File: config.mk
export PLATFORM = sky130hd
export DESIGN_NAME = ev_control_pilot_controller_flat
export DESIGN_NICKNAME = d
export VERILOG_FILES = /design/src/sv/evcp_pkg.sv /design/src/sv/evcp_if.sv /design/src/sv/ev_control_pilot_controller.sv /design/src/flat_wrapper.sv
export SDC_FILE = /design/constraint.sdc
export NUM_CORES = 1
export LEC_CHECK = 0
export ABC_AREA = 1
export BUFFER_PORTS_ARGS = -buffer_cell sky130_fd_sc_hd__clkbuf_2
export CORE_ASPECT_RATIO = 0.6
export CORE_MARGIN = 2
export CORE_UTILIZATION = 47
export CTS_CLUSTER_SIZE = 14
export DETAILED_ROUTE_END_ITERATION = 7
export GPL_TIMING_DRIVEN = 1
export PLACE_DENSITY_LB_ADDON = 0.12
export SYNTH_ARGS = -nofsm -noshare
export SYNTH_HDL_FRONTEND = slang
export SYNTH_SLANG_ARGS = --single-unit
export TNS_END_PERCENT = 20
File: constraint.sdc
create_clock -name clk -period 7 [get_ports clk]
set_input_delay 1.4 -clock clk [delete_from_list [all_inputs] [get_ports clk]]
set_output_delay 1.4 -clock clk [all_outputs]
set_load 0.05 [all_outputs]
File: src/sv/evcp_pkg.sv
// Shared types, codes and helpers of the control pilot controller.
// No dependencies.
`default_nettype none

package evcp_pkg;

	// pilot states as reported on the result channel
	localparam logic [2:0] ST_DIS = 3'd0;
	localparam logic [2:0] ST_A   = 3'd1;
	localparam logic [2:0] ST_B   = 3'd2;
	localparam logic [2:0] ST_C   = 3'd3;
	localparam logic [2:0] ST_D   = 3'd4;
	localparam logic [2:0] ST_E   = 3'd5;
	localparam logic [2:0] ST_F   = 3'd6;
	localparam logic [2:0] ST_DF  = 3'd7;

	// item function codes
	localparam logic [3:0] FN_TICK    = 4'd0;
	localparam logic [3:0] FN_PWM_ON  = 4'd1;
	localparam logic [3:0] FN_PWM_OFF = 4'd2;
	localparam logic [3:0] FN_PWM_F   = 4'd3;
	localparam logic [3:0] FN_ENABLE  = 4'd4;
	localparam logic [3:0] FN_DISABLE = 4'd5;
	localparam logic [3:0] FN_REPLUG  = 4'd6;
	localparam logic [3:0] FN_ALLOW   = 4'd7;
	localparam logic [3:0] FN_3PH     = 4'd8;
	localparam logic [3:0] FN_OC      = 4'd9;
	localparam logic [3:0] FN_LOCK    = 4'd10;

	localparam logic [1:0] RELAY_OFF    = 2'd0;
	localparam logic [1:0] RELAY_SINGLE = 2'd1;
	localparam logic [1:0] RELAY_THREE  = 2'd2;

	localparam logic [1:0] LOCK_OFF    = 2'd0;
	localparam logic [1:0] LOCK_LOCK   = 2'd1;
	localparam logic [1:0] LOCK_UNLOCK = 2'd2;

	localparam logic [1:0] RP_IDLE  = 2'd0;
	localparam logic [1:0] RP_START = 2'd1;
	localparam logic [1:0] RP_F     = 2'd2;
	localparam logic [1:0] RP_HI    = 2'd3;

	localparam logic [1:0] CFG_TOL  = 2'd0;
	localparam logic [1:0] CFG_STOP = 2'd1;
	localparam logic [1:0] CFG_LOCK = 2'd2;

	localparam logic [11:0] TOL_RESET  = 12'd1100;
	localparam logic [15:0] STOP_RESET = 16'd7000;
	localparam logic [13:0] LOCK_RESET = 14'd1000;

	localparam logic [9:0] DUTY_HIGH = 10'd1010;
	localparam logic [9:0] DUTY_LOW  = 10'd0;

	// nominal pilot levels, mV
	localparam logic signed [17:0] NOM_12P = 18'sd12000;
	localparam logic signed [17:0] NOM_9P  = 18'sd9000;
	localparam logic signed [17:0] NOM_6P  = 18'sd6000;
	localparam logic signed [17:0] NOM_3P  = 18'sd3000;
	localparam logic signed [17:0] NOM_0   = 18'sd0;
	localparam logic signed [17:0] NOM_12N = -18'sd12000;

	typedef struct packed {
		logic [3:0]         func;
		logic signed [14:0] cp_hi_mv;
		logic signed [14:0] cp_lo_mv;
		logic               sample_ready;
		logic               rcd_fired;
		logic [31:0]        arg_value;
		logic               arg_flag;
	} req_item_t;

	typedef struct packed {
		logic [2:0] pilot_state;
		logic [9:0] pwm_duty_pm;
		logic       pilot_driver_on;
		logic [1:0] relay_mode;
		logic       rcd_armed;
		logic [1:0] lock_motor;
		logic       diode_error;
		logic       rcd_error;
		logic       oc_error;
		logic       reading_valid;
	} rsp_item_t;

	typedef struct packed {
		logic [2:0]         cur;
		logic               pwm_run;
		logic               prev_pwm;
		logic [9:0]         duty;
		logic               pwr_ok;
		logic               tp_req;
		logic               tp_conf;
		logic [1:0]         rp_phase;
		logic signed [32:0] rp_tf;
		logic signed [32:0] rp_th;
		logic [31:0]        stop_tmr;
		logic               stop_armed;
		logic [15:0]        stop_lim;
		logic [31:0]        lock_tmr;
		logic               lock_armed;
		logic               oc_present;
		logic [31:0]        oc_elapsed;
		logic               oc_armed;
		logic [31:0]        oc_limit;
		logic               err_diode;
		logic               err_rcd;
		logic               err_oc;
		logic [1:0]         relay;
		logic [1:0]         lock_mot;
		logic               driver_en;
	} ctl_state_t;

	localparam ctl_state_t CTL_RESET = '{
		cur: ST_A, pwm_run: 1'b0, prev_pwm: 1'b0, duty: DUTY_HIGH, pwr_ok: 1'b0,
		tp_req: 1'b0, tp_conf: 1'b0, rp_phase: RP_IDLE, rp_tf: '0, rp_th: '0,
		stop_tmr: '0, stop_armed: 1'b0, stop_lim: '0, lock_tmr: '0,
		lock_armed: 1'b0, oc_present: 1'b0, oc_elapsed: '0, oc_armed: 1'b0,
		oc_limit: '0, err_diode: 1'b0, err_rcd: 1'b0, err_oc: 1'b0,
		relay: RELAY_OFF, lock_mot: LOCK_OFF, driver_en: 1'b1
	};

	// open band: center - tol < v < center + tol
	function automatic logic in_band(logic signed [17:0] v, logic signed [17:0] c,
			logic [11:0] tol);
		logic signed [17:0] t;
		t = $signed({6'd0, tol});
		return (v > c - t) && (v < c + t);
	endfunction

endpackage

`default_nettype wire

File: src/sv/evcp_if.sv
// Valid/ready channel interfaces of the control pilot controller:
// command/tick items, result items and register writes. No dependencies.
`default_nettype none

interface evcp_req_if ();
	logic               valid;
	logic               ready;
	logic [3:0]         func;
	logic signed [14:0] cp_hi_mv;
	logic signed [14:0] cp_lo_mv;
	logic               sample_ready;
	logic               rcd_fired;
	logic [31:0]        arg_value;
	logic               arg_flag;

	modport source (output valid, func, cp_hi_mv, cp_lo_mv, sample_ready, rcd_fired,
		arg_value, arg_flag, input ready);
	modport sink (input valid, func, cp_hi_mv, cp_lo_mv, sample_ready, rcd_fired,
		arg_value, arg_flag, output ready);
endinterface

interface evcp_rsp_if ();
	logic       valid;
	logic       ready;
	logic [2:0] pilot_state;
	logic [9:0] pwm_duty_pm;
	logic       pilot_driver_on;
	logic [1:0] relay_mode;
	logic       rcd_armed;
	logic [1:0] lock_motor;
	logic       diode_error;
	logic       rcd_error;
	logic       oc_error;
	logic       reading_valid;

	modport source (output valid, pilot_state, pwm_duty_pm, pilot_driver_on, relay_mode,
		rcd_armed, lock_motor, diode_error, rcd_error, oc_error, reading_valid,
		input ready);
	modport sink (input valid, pilot_state, pwm_duty_pm, pilot_driver_on, relay_mode,
		rcd_armed, lock_motor, diode_error, rcd_error, oc_error, reading_valid,
		output ready);
endinterface

interface evcp_cfg_if ();
	logic        valid;
	logic        ready;
	logic [1:0]  index;
	logic [15:0] data;

	modport source (output valid, index, data, input ready);
	modport sink (input valid, index, data, output ready);
endinterface

`default_nettype wire

File: src/sv/ev_control_pilot_controller.sv
// Top level of the control pilot controller: input register, state update, result register.
// Depends on evcp_pkg and the channel interfaces in evcp_if.sv.
`default_nettype none

// Takes one tick or command item per clock while the result channel is not stalled. An
// accepted item is held in an input register; from there the pilot classification and
// state rules update the controller state in a single pass and load the result register,
// which offers the result; while results are taken, one result follows each clock. The
// rate is set by the one state-update path, which every item passes once. req.ready drops
// only while a result waits untaken and another item sits in the input register. Register
// writes are always taken and should be made while no item is in flight. The stop, lock
// and overcurrent timers advance TICK_MS per tick while armed and saturate at 2^32-1.
module ev_control_pilot_controller import evcp_pkg::*; #(
	parameter int TICK_MS = 50
) (
	input  wire         clk,
	input  wire         arst_n,
	evcp_req_if.sink    req,
	evcp_rsp_if.source  rsp,
	evcp_cfg_if.sink    cfg
);

	localparam logic [31:0]        TICK_U = 32'(TICK_MS);
	localparam logic signed [32:0] TICK_S = 33'(TICK_MS);

	req_item_t  item_s1;
	logic       valid_s1;
	rsp_item_t  rsp_s2;
	logic       rsp_valid_q;
	ctl_state_t st_q;
	ctl_state_t st_d;
	rsp_item_t  rsp_d;
	logic       advance;

	logic [11:0] tol_q;
	logic [15:0] stop_to_q;
	logic [13:0] lock_run_q;

	function automatic logic [31:0] sat_add(logic [31:0] a);
		logic [32:0] s;
		s = {1'b0, a} + {1'b0, TICK_U};
		return s[32] ? '1 : s[31:0];
	endfunction

	function automatic ctl_state_t arm_lock(ctl_state_t s);
		ctl_state_t r;
		r = s;
		r.lock_armed = 1'b1;
		r.lock_tmr = '0;
		return r;
	endfunction

	function automatic ctl_state_t pwm_off(ctl_state_t s);
		ctl_state_t r;
		r = s;
		r.duty = DUTY_HIGH;
		r.pwm_run = 1'b0;
		r.pwr_ok = 1'b0;
		return r;
	endfunction

	function automatic ctl_state_t pwm_f(ctl_state_t s);
		ctl_state_t r;
		r = s;
		r.duty = DUTY_LOW;
		r.cur = ST_F;
		r.pwm_run = 1'b0;
		r.pwr_ok = 1'b0;
		return r;
	endfunction

	function automatic ctl_state_t do_enable(ctl_state_t s);
		ctl_state_t r;
		r = pwm_off(s);
		r.cur = ST_A;
		r.driver_en = 1'b1;
		return r;
	endfunction

	function automatic ctl_state_t do_disable(ctl_state_t s);
		ctl_state_t r;
		r = pwm_off(s);
		r.cur = ST_DIS;
		r.driver_en = 1'b0;
		return r;
	endfunction

	function automatic ctl_state_t relay_on(ctl_state_t s, logic three);
		ctl_state_t r;
		r = s;
		if (s.relay == RELAY_OFF) begin
			if (!s.err_rcd) r.relay = three ? RELAY_THREE : RELAY_SINGLE;
			r = arm_lock(r);
		end
		return r;
	endfunction

	function automatic ctl_state_t relay_off(ctl_state_t s);
		ctl_state_t r;
		r = s;
		if (s.relay != RELAY_OFF) begin
			r.relay = RELAY_OFF;
			r = arm_lock(r);
		end
		return r;
	endfunction

	assign advance   = !rsp_valid_q || rsp.ready;
	assign req.ready = !valid_s1 || advance;
	assign cfg.ready = 1'b1;

	always_comb begin
		ctl_state_t         n;
		logic               stable;
		logic signed [17:0] hi;
		logic signed [17:0] lo;
		logic signed [17:0] sum;
		logic signed [32:0] tnew;
		n = st_q;
		stable = 1'b0;
		hi = 18'(item_s1.cp_hi_mv);
		lo = 18'(item_s1.cp_lo_mv);
		sum = hi + lo;
		tnew = '0;
		case (item_s1.func)
			FN_TICK: begin
				if (n.stop_armed) n.stop_tmr = sat_add(n.stop_tmr);
				if (n.lock_armed) n.lock_tmr = sat_add(n.lock_tmr);
				if (n.oc_armed) n.oc_elapsed = sat_add(n.oc_elapsed);
				if (item_s1.rcd_fired) begin
					n.err_rcd = 1'b1;
					n.relay = RELAY_OFF;
				end
				if (n.lock_armed && n.lock_tmr > {18'd0, lock_run_q}) begin
					n.lock_mot = LOCK_OFF;
					n.lock_armed = 1'b0;
				end
				n.err_oc = n.oc_present && n.oc_armed && (n.oc_elapsed > n.oc_limit);
				if (item_s1.sample_ready) begin
					// classification; an unstable reading leaves the state as it was
					if (n.cur == ST_DIS) begin
						stable = 1'b1;
					end else if (in_band(hi, NOM_0, tol_q)) begin
						n.cur = ST_E;
						stable = 1'b1;
					end else if (n.pwm_run && !in_band(lo, NOM_12N, tol_q)) begin
						if (in_band(sum, NOM_0, tol_q)) begin
							n.cur = ST_DF;
							stable = 1'b1;
						end
					end else if (in_band(hi, NOM_12P, tol_q)) begin
						n.cur = ST_A;
						stable = 1'b1;
					end else if (in_band(hi, NOM_9P, tol_q)) begin
						n.cur = ST_B;
						stable = 1'b1;
					end else if (in_band(hi, NOM_6P, tol_q)) begin
						n.cur = ST_C;
						stable = 1'b1;
					end else if (in_band(hi, NOM_3P, tol_q)) begin
						n.cur = ST_D;
						stable = 1'b1;
					end else if (in_band(hi, NOM_12N, tol_q)) begin
						n.cur = ST_F;
						stable = 1'b1;
					end
				end
				if (stable) begin
					// replug: F for the set time, then disabled, then enabled again
					if (n.rp_phase == RP_START) begin
						n.rp_phase = RP_F;
						n = pwm_f(n);
					end
					if (n.rp_phase == RP_F) begin
						tnew = n.rp_tf - TICK_S;
						n.rp_tf = tnew;
						if (tnew[32] || tnew == '0) begin
							n = do_disable(n);
							n.rp_phase = RP_HI;
						end
					end
					if (n.rp_phase == RP_HI) begin
						tnew = n.rp_th - TICK_S;
						n.rp_th = tnew;
						if (tnew[32] || tnew == '0) begin
							n = do_enable(n);
							n.rp_phase = RP_IDLE;
						end
					end
					n.err_diode = 1'b0;
					case (n.cur)
						ST_DIS: begin
							n.pwr_ok = 1'b0;
							n = relay_off(n);
						end
						ST_A: begin
							n.tp_conf = n.tp_req;
							n.err_rcd = 1'b0;
							n = pwm_off(n);
							n = relay_off(n);
						end
						ST_B: n = relay_off(n);
						ST_C, ST_D: begin
							if (!n.pwm_run) begin
								// PWM just stopped: start the forced power-off timer
								if (n.prev_pwm) begin
									n.stop_armed = 1'b1;
									n.stop_tmr = '0;
									n.stop_lim = stop_to_q;
								end
								if (n.stop_armed && n.stop_tmr > {16'd0, n.stop_lim})
									n = relay_off(n);
							end else if (n.pwr_ok) begin
								n = relay_on(n, n.tp_conf);
							end
						end
						ST_E, ST_F: begin
							n = relay_off(n);
							n = pwm_off(n);
						end
						default: begin
							n.err_diode = 1'b1;
							n = relay_off(n);
						end
					endcase
					n.prev_pwm = n.pwm_run;
				end
			end
			FN_PWM_ON: begin
				n.duty = (item_s1.arg_value > {22'd0, DUTY_HIGH}) ? DUTY_HIGH
					: item_s1.arg_value[9:0];
				n.pwm_run = 1'b1;
			end
			FN_PWM_OFF: n = pwm_off(n);
			FN_PWM_F:   n = pwm_f(n);
			FN_ENABLE:  n = do_enable(n);
			FN_DISABLE: n = do_disable(n);
			FN_REPLUG: begin
				n.rp_tf = $signed({1'b0, item_s1.arg_value});
				n.rp_th = $signed({1'b0, item_s1.arg_value});
				n.rp_phase = RP_START;
			end
			FN_ALLOW: n.pwr_ok = item_s1.arg_flag;
			FN_3PH:   n.tp_req = item_s1.arg_flag;
			FN_OC: begin
				n.oc_limit = item_s1.arg_value;
				if (!n.oc_present && item_s1.arg_flag) begin
					n.oc_armed = 1'b1;
					n.oc_elapsed = '0;
				end
				n.oc_present = item_s1.arg_flag;
			end
			FN_LOCK: begin
				n.lock_mot = item_s1.arg_flag ? LOCK_LOCK : LOCK_UNLOCK;
				n = arm_lock(n);
			end
			default: ;
		endcase
		st_d = n;
		rsp_d.pilot_state     = n.cur;
		rsp_d.pwm_duty_pm     = n.duty;
		rsp_d.pilot_driver_on = n.driver_en;
		rsp_d.relay_mode      = n.relay;
		rsp_d.rcd_armed       = (n.relay != RELAY_OFF);
		rsp_d.lock_motor      = n.lock_mot;
		rsp_d.diode_error     = n.err_diode;
		rsp_d.rcd_error       = n.err_rcd;
		rsp_d.oc_error        = n.err_oc;
		rsp_d.reading_valid   = stable;
	end

	always_ff @(posedge clk or negedge arst_n) begin
		if (!arst_n) begin
			valid_s1    <= 1'b0;
			rsp_valid_q <= 1'b0;
			st_q        <= CTL_RESET;
			tol_q       <= TOL_RESET;
			stop_to_q   <= STOP_RESET;
			lock_run_q  <= LOCK_RESET;
		end else begin
			if (req.ready) valid_s1 <= req.valid;
			if (valid_s1 && advance) begin
				st_q        <= st_d;
				rsp_valid_q <= 1'b1;
			end else if (rsp.ready) begin
				rsp_valid_q <= 1'b0;
			end
			if (cfg.valid) begin
				case (cfg.index)
					CFG_TOL:  tol_q      <= cfg.data[11:0];
					CFG_STOP: stop_to_q  <= cfg.data;
					CFG_LOCK: lock_run_q <= cfg.data[13:0];
					default: ;
				endcase
			end
		end
	end

	always_ff @(posedge clk) begin
		if (req.valid && req.ready) begin
			item_s1.func         <= req.func;
			item_s1.cp_hi_mv     <= req.cp_hi_mv;
			item_s1.cp_lo_mv     <= req.cp_lo_mv;
			item_s1.sample_ready <= req.sample_ready;
			item_s1.rcd_fired    <= req.rcd_fired;
			item_s1.arg_value    <= req.arg_value;
			item_s1.arg_flag     <= req.arg_flag;
		end
		if (valid_s1 && advance) rsp_s2 <= rsp_d;
	end

	assign rsp.valid           = rsp_valid_q;
	assign rsp.pilot_state     = rsp_s2.pilot_state;
	assign rsp.pwm_duty_pm     = rsp_s2.pwm_duty_pm;
	assign rsp.pilot_driver_on = rsp_s2.pilot_driver_on;
	assign rsp.relay_mode      = rsp_s2.relay_mode;
	assign rsp.rcd_armed       = rsp_s2.rcd_armed;
	assign rsp.lock_motor      = rsp_s2.lock_motor;
	assign rsp.diode_error     = rsp_s2.diode_error;
	assign rsp.rcd_error       = rsp_s2.rcd_error;
	assign rsp.oc_error        = rsp_s2.oc_error;
	assign rsp.reading_valid   = rsp_s2.reading_valid;

	// a latched RCD trip keeps the contactor open
	a_rcd_relay: assert property (@(posedge clk) disable iff (!arst_n)
		st_q.err_rcd |-> (st_q.relay == RELAY_OFF))
		else $error("relay closed while RCD error latched");

	// only a tick can yield a classified reading
	a_valid_tick: assert property (@(posedge clk) disable iff (!arst_n)
		(valid_s1 && advance && item_s1.func != FN_TICK) |=> !rsp.reading_valid)
		else $error("reading_valid on a command item");

	// input stalls only behind an untaken result
	a_no_idle_stall: assert property (@(posedge clk) disable iff (!arst_n)
		!req.ready |-> (rsp.valid && !rsp.ready && valid_s1))
		else $error("input stalled without output back-pressure");

endmodule

`default_nettype wire
File: src/flat_wrapper.sv
// flat-port wrapper written by rule: the top's interface ports become plain ports
module ev_control_pilot_controller_flat import evcp_pkg::*;
#(
	parameter int TICK_MS = 50
)
  (clk, arst_n, req_valid, req_func, req_cp_hi_mv, req_cp_lo_mv, req_sample_ready, req_rcd_fired, req_arg_value, req_arg_flag, req_ready, rsp_valid, rsp_pilot_state, rsp_pwm_duty_pm, rsp_pilot_driver_on, rsp_relay_mode, rsp_rcd_armed, rsp_lock_motor, rsp_diode_error, rsp_rcd_error, rsp_oc_error, rsp_reading_valid, rsp_ready, cfg_valid, cfg_index, cfg_data, cfg_ready);
  evcp_req_if req_i ();
  evcp_rsp_if rsp_i ();
  evcp_cfg_if cfg_i ();
  input  wire clk;
  input  wire arst_n;
  input wire logic [$bits(req_i.valid)-1:0] req_valid;
  input wire logic [$bits(req_i.func)-1:0] req_func;
  input wire logic [$bits(req_i.cp_hi_mv)-1:0] req_cp_hi_mv;
  input wire logic [$bits(req_i.cp_lo_mv)-1:0] req_cp_lo_mv;
  input wire logic [$bits(req_i.sample_ready)-1:0] req_sample_ready;
  input wire logic [$bits(req_i.rcd_fired)-1:0] req_rcd_fired;
  input wire logic [$bits(req_i.arg_value)-1:0] req_arg_value;
  input wire logic [$bits(req_i.arg_flag)-1:0] req_arg_flag;
  output wire logic [$bits(req_i.ready)-1:0] req_ready;
  output wire logic [$bits(rsp_i.valid)-1:0] rsp_valid;
  output wire logic [$bits(rsp_i.pilot_state)-1:0] rsp_pilot_state;
  output wire logic [$bits(rsp_i.pwm_duty_pm)-1:0] rsp_pwm_duty_pm;
  output wire logic [$bits(rsp_i.pilot_driver_on)-1:0] rsp_pilot_driver_on;
  output wire logic [$bits(rsp_i.relay_mode)-1:0] rsp_relay_mode;
  output wire logic [$bits(rsp_i.rcd_armed)-1:0] rsp_rcd_armed;
  output wire logic [$bits(rsp_i.lock_motor)-1:0] rsp_lock_motor;
  output wire logic [$bits(rsp_i.diode_error)-1:0] rsp_diode_error;
  output wire logic [$bits(rsp_i.rcd_error)-1:0] rsp_rcd_error;
  output wire logic [$bits(rsp_i.oc_error)-1:0] rsp_oc_error;
  output wire logic [$bits(rsp_i.reading_valid)-1:0] rsp_reading_valid;
  input wire logic [$bits(rsp_i.ready)-1:0] rsp_ready;
  input wire logic [$bits(cfg_i.valid)-1:0] cfg_valid;
  input wire logic [$bits(cfg_i.index)-1:0] cfg_index;
  input wire logic [$bits(cfg_i.data)-1:0] cfg_data;
  output wire logic [$bits(cfg_i.ready)-1:0] cfg_ready;
  assign req_i.valid = req_valid;
  assign req_i.func = req_func;
  assign req_i.cp_hi_mv = req_cp_hi_mv;
  assign req_i.cp_lo_mv = req_cp_lo_mv;
  assign req_i.sample_ready = req_sample_ready;
  assign req_i.rcd_fired = req_rcd_fired;
  assign req_i.arg_value = req_arg_value;
  assign req_i.arg_flag = req_arg_flag;
  assign req_ready = req_i.ready;
  assign rsp_valid = rsp_i.valid;
  assign rsp_pilot_state = rsp_i.pilot_state;
  assign rsp_pwm_duty_pm = rsp_i.pwm_duty_pm;
  assign rsp_pilot_driver_on = rsp_i.pilot_driver_on;
  assign rsp_relay_mode = rsp_i.relay_mode;
  assign rsp_rcd_armed = rsp_i.rcd_armed;
  assign rsp_lock_motor = rsp_i.lock_motor;
  assign rsp_diode_error = rsp_i.diode_error;
  assign rsp_rcd_error = rsp_i.rcd_error;
  assign rsp_oc_error = rsp_i.oc_error;
  assign rsp_reading_valid = rsp_i.reading_valid;
  assign rsp_i.ready = rsp_ready;
  assign cfg_i.valid = cfg_valid;
  assign cfg_i.index = cfg_index;
  assign cfg_i.data = cfg_data;
  assign cfg_ready = cfg_i.ready;
  ev_control_pilot_controller #(.TICK_MS(TICK_MS)) u_core (.clk(clk), .arst_n(arst_n), .req(req_i), .rsp(rsp_i), .cfg(cfg_i));
endmodule
==> metrics.txt <==
outcome=complete, no violations; area leader, netlist=dfrtp_1; width of the die=322 um; syn_area_per_cell=7.51 um^2; reg2reg setup slack=1.13 ns; Max Fanout on Critical Path=30; vias per cell=5.52; Clock Tree Buf Depth=3; die height=slightly below 200 um; drt first pass iters=5; setup repair bufs after CTS=0; DIE AREA=between 60,000 and 70,000 um^2; Setup TNS=0 ns; first-pass GRT wire length=138,000 um; GRT Util Overall=28.0%; share of power burned in registers=30.7%; Post-Route Skew=between 0.03 and 0.04 ns; area delta synth->final=9.67%; setup violators final=0; grt ovf=0; number of synthesized flops with an enable pin=92; detailed placement HPWL=66,400 um; clock buffer count from CTS=41; kind of critical path=reg2reg; Worst EP required=7.44 ns; CP max stage cell=nor3_1; Comb pwr share=48.8%; cell mode on critical path=nand2_1; area of the mapped netlist=28,500 um^2; worst hold path type=reg2reg; reg-to-reg endpoint=u_core.st_q[111]; IR drop worst, VDD=between 300 and 400 uV; max cap viols=0; total number of vias=25,914; I/O Buffers=roughly 120; placer congestion estimate=around 0.97; Critical Path Source Type=register; ranking of synthesized cells by area=dfrtp_1 23%, ha_1 12%, nand2_1 11%; FMAX=170 MHz; number of placement rows=69; CTS Sinks=around 380; share of the synthesized area in the top cell type=between 20% and 30%; hold_buf cts=0; Worst setup EP type=register; Post-Syn Nets=4,156; final period utilization=83.9%; Starting Density=47.9%; Slew @ Worst Pin=1.22 ns; commonest non-fill, non-tap cell in the layout=nand2_1; CTS tree=yes; CP max stage delay=~0.68 ns; Post-Route WL=87,700 um; Distinct cells, synth=70; YS warnings=0; fraction of layout cells with a size suffix above 1=9.18%; Max-slew headroom=16.8%; pwr dens=366 nW/um^2; Int Power=6.14 mW; sequential share of the synthesized area=34.8%; post-cts resize count=0; post-synthesis cell count=between 3,000 and 4,000; Core Region=59,600 um^2; pin count of the biggest net entering global routing=135; Final nets=4,239; WL per Instance=around 19 um; Post-DRT Antenna Nets=0; Net Sw Frac=46.4%; IO Count=118; compound-gate portion of the synthesized area=between 10% and 20%; main combinational cell family by area after synthesis=simple AND/OR/NAND/NOR gates; top_reg_cell synth=dfrtp_1; xor and xnor fraction of the mapped netlist area=5.01%; Hold Startpoint=u_core.st_q[112]; worst-case reg-to-reg path depth=30; clock power share=roughly a fifth; Starting DRT DRC Count=2,996; drc violations=0; initial antenna violation count=0; root buffer cell=clkbuf_16; FF+latch count, synth=377; H-tree depth=2; fraction of the mapped netlist area in simple logic gates=25.1%; RSZ-0062 raised after global routing=no; async set-reset flop share out of synthesis=75.6%; leak pwr=15.1 nW; WP data arrival=around 6.3 ns; Antenna Cells=0; adder-cell area share of the yosys netlist=11.8%; hold path depth=2; Clock Latency Late Sink=0.60 ns; worst-case hold path end point=u_core.st_q[112]; Clock Pin Slew Worst Setup and Hold Paths=0.07 ns; Net Sw Power=5.32 mW; mux share of post-synthesis cell area=0.184%; Tot Pwr=~11 mW; final hold vios=0; Pins Over Slew Limit=0; crit path time final=5.87 ns; Critical R2R Launch=u_core.tol_q[4]; vias in the first global route=23,307; most frequent cells in the layout=831 x nand2_1, 487 x inv_1, 311 x o21ai_0
## how the worst max path moves through the flow
stage                       startpoint                to  slack [ns]  depth (start not counted)
floorplan           u_core.item_s1[54]  u_core.st_q[123]        2.67                         37
global placement       u_core.tol_q[4]  u_core.st_q[107]        1.42                         30
detailed placement     u_core.tol_q[4]  u_core.st_q[110]        1.26                         30
CTS                    u_core.tol_q[4]  u_core.st_q[107]        1.20                         30
global route           u_core.tol_q[4]  u_core.st_q[107]        0.49                         30
finish                 u_core.tol_q[4]  u_core.st_q[111]        1.13                         30
## worst max-delay path, delay by kind of cell (launching register included)
| kind | cells | cell delay [ns] |
|---|---|---|
| simple gates | 21 | 3.16 |
| fa+ha+maj | 2 | 0.54 |
| buf+inv | 3 | 0.67 |
| flops | 1 | 0.54 |
| compound gates | 4 | 0.77 |
## metal layers
layer / wire length (um) / track usage (%) / up-vias
li1: - / - / 12912
met1: 45000 / 46.2 / 11888
met2: 32500 / 36.2 / 1022
met3: 8600 / 6.13 / 90
met4: 1440 / 5.11 / 2
met5: 58 / 0.690 / -
## through the flow
stage	worst slack [ns]	cells	area, um^2	util, %	hold slack, ns
floorplan	2.67	3795	28500	-	0.441
global placement	1.42	4616	29900	50.1	0.457
detailed placement	1.26	4616	29900	50.1	0.459
CTS	1.20	4692	31300	52.5	0.475
global route	0.494	4692	31300	52.5	0.497
finish	1.13	4692	31300	52.5	0.475
## power groups by stage
| stage | registers [mW] | logic, mW | clock network (mW) |
|---|---|---|---|
| finish | 3.52 | 5.60 | 2.34 |
| detailed placement | 3.53 | 5.47 | 0 |
| floorplan | 3.46 | 4.04 | 0 |
| global route | 3.60 | 6.34 | 2.48 |
| global placement | 3.53 | 5.45 | 0 |
| CTS | 3.50 | 5.51 | 2.39 |
## cell usage after synthesis, types with 4 or more instances
| cell | n |
|---|---|
| a22oi_1 | 11 |
| a211oi_1 | 7 |
| inv_1 | 488 |
| o21a_1 | 4 |
| nand2_2 | 17 |
| clkinv_1 | 4 |
| dfstp_2 | 26 |
| a22o_1 | 6 |
| xnor2_1 | 9 |
| nand3_1 | 186 |
| buf_2 | 14 |
| o21ai_0 | 311 |
| o32ai_1 | 18 |
| nand3b_1 | 7 |
| o21bai_1 | 4 |
| nor4_1 | 32 |
| a221oi_1 | 8 |
| nand2_4 | 4 |
| a21o_1 | 6 |
| nand4_1 | 84 |
| o211ai_1 | 13 |
| inv_2 | 26 |
| nand2_1 | 831 |
| or2_2 | 5 |
| o22ai_1 | 53 |
| clkbuf_1 | 73 |
| o221ai_1 | 8 |
| xor2_1 | 154 |
| o31ai_1 | 8 |
| nor2_2 | 21 |
| buf_4 | 4 |
| o21ai_1 | 11 |
| a21oi_1 | 227 |
| inv_4 | 4 |
| nand3_2 | 16 |
| nor3b_1 | 6 |
| ha_1 | 268 |
| nor3_1 | 77 |
| buf_1 | 9 |
| buf_6 | 5 |
| a31oi_1 | 19 |
| nor2_1 | 306 |
| dfrtp_1 | 259 |
| nor2_4 | 13 |
| edfxtp_1 | 92 |
## sequential cells by signal, summed over array words and instances (netlist names), named ones only
register / flops
u_core.rsp.pilot_driver_on: 1
u_core.rsp.rcd_error: 1
u_core.rsp.valid: 1
u_core.rsp.pwm_duty_pm: 10
u_core.tol_q: 12
u_core.rsp.rcd_armed: 1
u_core.rsp.diode_error: 1
u_core.rsp.lock_motor: 2
u_core.st_q: 240
u_core.rsp.oc_error: 1
u_core.valid_s1: 1
u_core.rsp.reading_valid: 1
u_core.stop_to_q: 16
u_core.item_s1: 69
u_core.rsp.pilot_state: 3
u_core.lock_run_q: 14
u_core.rsp.relay_mode: 2
## final cells by class
type,count,area [um^2]
clock inverters,27,299
flip-flops and latches,377,9930
well taps,781,977
inverters,523,1980
fillers,5834,28300
repair buffers,145,821
multi-input cells,2790,16200
clock buffers,49,1120
## cell families after synthesis
| logic type | after synthesis |
|---|---|
| AOI/OAI and AO/OA | 732 |
| xor gates and xnor gates | 163 |
| adders and majority gates | 269 |
| buffers and inverters | 628 |
| DFF | 377 |
| muxes | 5 |
| other | 1 |
| and+or+nand+nor | 1620 |
No activity file was read; power rests on OpenSTA's default activity.
